[src/hdl/fagc_pkg.sv]
package fagc_pkg;

  localparam int unsigned MaxWindow = 1024;
  localparam int unsigned EnvCoef = 13107;

  localparam int unsigned CfgIdxW = 2;
  localparam int unsigned CfgDataW = 16;

  typedef enum logic [CfgIdxW-1:0] {
    CFG_WINDOW_LENGTH = 2'd0,
    CFG_REFERENCE_LEVEL = 2'd1,
    CFG_ENVELOPE_FLOOR = 2'd2
  } cfg_idx_e;

  typedef enum logic [3:0] {
    ST_CLEAR,
    ST_IDLE,
    ST_WRITE,
    ST_SCAN,
    ST_SCAN_DRAIN,
    ST_OLD_READ,
    ST_OLD_WAIT,
    ST_DIV_I,
    ST_DIV_Q,
    ST_OUT
  } state_e;

  // controller -> datapath
  typedef struct packed {
    logic clear_wr;      // write zero at the clear address
    logic load_sample;   // capture the accepted beat
    logic write_sample;  // store the sample into the ring
    logic scan_start;    // reset running max and scan pointer
    logic scan_rd;       // issue a read for the scan
    logic scan_acc;      // fold the read data into the max
    logic old_rd;        // issue a read of the oldest sample
    logic old_cap;       // capture the oldest sample
    logic div_start_i;   // start dividing the I part
    logic div_start_q;   // start dividing the Q part
    logic out_load;      // load the output register
    logic slot_adv;      // advance the write slot
  } ctrl_t;

  // datapath -> controller
  typedef struct packed {
    logic clear_done;
    logic scan_last;
    logic div_busy;
  } stat_t;

  function automatic logic [16:0] env_of(input logic [31:0] packed_s);
    logic [16:0] a;
    logic [16:0] b;
    logic [16:0] hi;
    logic [16:0] lo;
    logic [30:0] prod;
    a = packed_s[15] ? 17'(-$signed({packed_s[15], packed_s[15:0]}))
                     : {1'b0, packed_s[15:0]};
    b = packed_s[31] ? 17'(-$signed({packed_s[31], packed_s[31:16]}))
                     : {1'b0, packed_s[31:16]};
    hi = (a > b) ? a : b;
    lo = (a > b) ? b : a;
    prod = 31'(lo) * 31'(EnvCoef);
    return 17'(hi + 17'(prod >> 15));
  endfunction

endpackage

[src/hdl/fagc_ctrl.sv]
module fagc_ctrl (
  input  logic            clk_i,
  input  logic            rst_ni,
  input  logic            in_valid_i,
  output logic            in_ready_o,
  output logic            out_valid_o,
  input  logic            out_ready_i,
  output fagc_pkg::ctrl_t ctrl_o,
  input  fagc_pkg::stat_t stat_i
);

  import fagc_pkg::*;

  state_e state_q, state_d;
  logic   ovalid_q, ovalid_d;
  logic   first_q;

  always_comb begin
    state_d = state_q;
    unique case (state_q)
      ST_CLEAR:      if (stat_i.clear_done) state_d = ST_IDLE;
      ST_IDLE:       if (in_valid_i) state_d = ST_WRITE;
      ST_WRITE:      state_d = ST_SCAN;
      ST_SCAN:       if (stat_i.scan_last) state_d = ST_SCAN_DRAIN;
      ST_SCAN_DRAIN: state_d = ST_OLD_READ;
      ST_OLD_READ:   state_d = ST_OLD_WAIT;
      ST_OLD_WAIT:   state_d = ST_DIV_I;
      ST_DIV_I:      if (!first_q && !stat_i.div_busy) state_d = ST_DIV_Q;
      ST_DIV_Q:      if (!first_q && !stat_i.div_busy) state_d = ST_OUT;
      ST_OUT:        if (!ovalid_q || out_ready_i) state_d = ST_IDLE;
      default:       state_d = ST_CLEAR;
    endcase
  end

  // DIV_I/DIV_Q: first cycle starts the unit, busy then covers the rest
  always_ff @(posedge clk_i or negedge rst_ni) begin
    if (!rst_ni) begin
      state_q  <= ST_CLEAR;
      ovalid_q <= 1'b0;
      first_q  <= 1'b0;
    end else begin
      state_q  <= state_d;
      ovalid_q <= ovalid_d;
      first_q  <= (state_d != state_q);
    end
  end

  always_comb begin
    ctrl_o = '0;
    in_ready_o = 1'b0;
    ovalid_d = ovalid_q & ~out_ready_i;
    unique case (state_q)
      ST_CLEAR: ctrl_o.clear_wr = 1'b1;
      ST_IDLE: begin
        in_ready_o = 1'b1;
        ctrl_o.load_sample = in_valid_i;
      end
      ST_WRITE: begin
        ctrl_o.write_sample = 1'b1;
        ctrl_o.scan_start = 1'b1;
      end
      ST_SCAN: begin
        ctrl_o.scan_rd = 1'b1;
        ctrl_o.scan_acc = !first_q;
      end
      ST_SCAN_DRAIN: ctrl_o.scan_acc = 1'b1;
      ST_OLD_READ: ctrl_o.old_rd = 1'b1;
      ST_OLD_WAIT: ctrl_o.old_cap = 1'b1;
      ST_DIV_I: ctrl_o.div_start_i = first_q;
      ST_DIV_Q: ctrl_o.div_start_q = first_q;
      ST_OUT: begin
        if (!ovalid_q || out_ready_i) begin
          ctrl_o.out_load = 1'b1;
          ctrl_o.slot_adv = 1'b1;
          ovalid_d = 1'b1;
        end
      end
      default: ;
    endcase
  end

  assign out_valid_o = ovalid_q;

endmodule

[config.mk]
export PLATFORM = sky130hd
export DESIGN_NAME = fagc_ctrl
export DESIGN_NICKNAME = d
export VERILOG_FILES = /design/src/hdl/fagc_pkg.sv /design/src/hdl/fagc_ctrl.sv
export SDC_FILE = /design/constraint.sdc
export NUM_CORES = 1
export LEC_CHECK = 0
export ABC_AREA = 1
export BUFFER_PORTS_ARGS = -buffer_cell sky130_fd_sc_hd__buf_2
export CAP_MARGIN = 5
export CELL_PAD_IN_SITES_DETAIL_PLACEMENT = 0
export CELL_PAD_IN_SITES_GLOBAL_PLACEMENT = 1
export CORE_MARGIN = 10
export CORE_UTILIZATION = 26
export DETAILED_ROUTE_END_ITERATION = 8
export PLACE_DENSITY = 0.69
export SLEW_MARGIN = 5
export SYNTH_ARGS = -nofsm -noshare
export SYNTH_HDL_FRONTEND = slang
export SYNTH_SLANG_ARGS = --single-unit
[constraint.sdc]
create_clock -name clk_i -period 1.15 [get_ports clk_i]
set_input_delay 0.1725 -clock clk_i [delete_from_list [all_inputs] [get_ports clk_i]]
set_output_delay 0.1725 -clock clk_i [all_outputs]
set_load 0.02 [all_outputs]
==> out/metrics.csv <==
metric;value;unit
outcome;finished with violations;
violations;setup timing;
synth_area;495;um2
grt.total_usage;9.37;%
die_w;63.7;um
synth.distinct_cells;17;
slew_headroom;86.7;%
r2r_start;state_q[3]$_DFF_PN0_;
layoutNonFillerInstCount;157;
seq_area_frac_synth;30.3;%
setup_viol;18;
p_leak;0.599;nW
ff2ff_path_depth;10;
antenna_cells;0;
fin_crit_sh;130;%
dp_slack;-199;ps
cp_max_fo;4;
nFillCells;154;
holdPathEnd;out_valid_o$_DFF_PN0_;
drv_cap;0;
cp_cell_sequence;buf_6, nor2_4, nand2_1, nor2_2, buf_4;
via_per_inst;4.35;
drive_gt1_share;76.5;%
cts_buffers;3;
hold_viol_final;0;
drc;0;
cpMaxStageDelayCell;dfrtp_2;
wl_per_cell;12.9;um
wl;2.02;mm
worstHoldPathCells;3;
synthCells;79;
grt_max_degree;7;
yosys.area.top_type_share;30.3;%
clkLatencyLatePin;250;ps
grt_overflow;0;
ioPinCount;21;
synth_top_area_cell;dfrtp_1;
grt_pass1_vias;670;
start_util;28.1;%
synth_nets;86;
r2r_slack;-280;ps
slew_violations;0;
worst_pin_slew;199;ps
critPathKind;register to output pin;
num_vias;683;
nNetsFinal;140;
rsz0062_at_grt;true;
gp_congestion;0.747;
max_freq;0.668;GHz
cts_tree;yes;
grt_pass1_wl;3.11;mm
ys_top_cells_by_area;dfrtp_1, inv_1, nand2_1;
power_density;2800;nW/um2
power.total;3.14;mW
clock_sinks;6;
antenna_found_initial;0;
htree_levels;1;
area_growth;126;%
clk_pin_slew_worst_paths;50;ps
cts_buffer_depth;2;
dieArea;4050;um2
fin_crit;1500;ps
worstPathRequired;980;ps
fin_worst_skew;2.91;ps
rr_endpoint;first_q$_DFF_PN0_;
portBuffers;20;
dp_hpwl;1.31;mm
core.rowCount;15;
dp_cells;133;
timing.final.ws_setup;-346;ps
end_kind;output pin;
synth_seq_cells;6;
ant_nets;0;
hold_class;input pin to register;
vdd_drop_max;0.00144;V
hp-start;out_ready_i;
clockRootBuffer;clkbuf_4;
cp.arrival;1320;ps
die_h;63.7;um
drtIter0Drc;16;
drtPass1Iterations;4;
syn_area_per_cell;6.27;um2
core-area;1760;um2
cpPeakStageDelay;450;ps
cp-start-kind;register;
yosys_warnings;0;
-- state kept, by name, indices dropped and copies added (netlist names) --
signal	count
state_q	4
first_q	1
out_valid_o	1
-- worst max-delay path by stage --
| stage | startpoint | end | slack, ps |
|---|---|---|---|
| global route | state_q[3]$_DFF_PN0_ | ctrl_o[6] | -400 |
| CTS | state_q[2]$_DFF_PN0_ | ctrl_o[6] | -340 |
| detailed placement | state_q[3]$_DFF_PN0_ | ctrl_o[10] | -200 |
| global placement | state_q[3]$_DFF_PN0_ | ctrl_o[10] | -210 |
| floorplan | state_q[3]$_DFF_PN0_ | ctrl_o[1] | -80 |
| finish | state_q[2]$_DFF_PN0_ | ctrl_o[2] | -350 |
-- placed cells by master, fill, tap and decap left out, drive strengths merged --
cell / instances
a21oi: 1
nand2: 20
buf: 50
nand3b: 1
clkbuf: 4
nor3: 3
nor2: 15
dlygate4sd3: 1
nand3: 10
inv: 18
dfrtp: 6
or2: 1
o21ai: 2
-- layer usage --
layer | GRT usage [%] | share of wire [%] | vias to the layer above
met5 | 0 | 0 | -
met4 | 4.10 | 0.94 | 0
met3 | 2.12 | 2.8 | 2
met2 | 16.6 | 54 | 11
met1 | 10.3 | 42 | 326
li1 | - | - | 344
-- power by group --
group,switching [mW],internal [mW],total [mW]
logic,1.26,1.22,2.48
clock network,0.0882,0.132,0.220
registers,0.132,0.305,0.437
total,1.48,1.65,3.14
-- through the flow --
| step | TNS (ps) | utilization (%) | hold slack, ps | cell area [um2] |
|---|---|---|---|---|
| 2_1_floorplan | -221 | - | -123 | 561 |
| 3_3_place_gp | -1330 | 43.0 | 4.11 | 759 |
| 3_5_place_dp | -1260 | 43.0 | 6.35 | 759 |
| 4_1_cts | -4390 | 58.2 | 206 | 1030 |
| 5_1_grt | -5760 | 63.4 | 255 | 1120 |
| 6_report | -4540 | 63.4 | 238 | 1120 |
-- cell usage after synthesis --
library cell,count
inv_2,2
nand3_1,10
nor2_2,6
or2_2,1
nand3b_1,1
dfrtp_1,6
nor2_4,1
a21oi_1,1
buf_4,2
o21ai_0,1
nor2_1,8
nor3_1,2
nor3_2,1
nand2_2,4
nand2_1,16
o21ai_1,1
inv_1,16
-- cells by family after synthesis --
family                 after synthesis  synth area share, %
flip-flops                           6                 30.3
AND/OR/NAND/NOR                     50                 50.0
buffers and inverters               20                 16.7
AO/OA/AOI/OAI                        3                 3.03
-- what timing repair did --
item / 4_1_cts / 5_1_grt
pin swaps: 11 / 14
hold endpoints to repair: 6 / 0
hold buffers: 1 / 0
setup endpoints to repair: 17 / 19
resized for setup: 40 / 17
buffers inserted: 16 / 6
-- layout make-up --
type,count,area [um2],area share [%]
clock buffer,4,26.3,2.35
inverter,18,72.6,6.49
multi-input combinational,53,404,36.1
sequential,6,156,14.0
tap,25,31.3,2.80
timing repair buffer,51,428,38.3
-- critical path, delay by kind of cell (launching register included) --
family	cells	cell delay [ps]
buffers and inverters	2	280
flip-flops	1	450
AND/OR/NAND/NOR	3	340
Note: power is estimated with default switching activity, not from simulation.
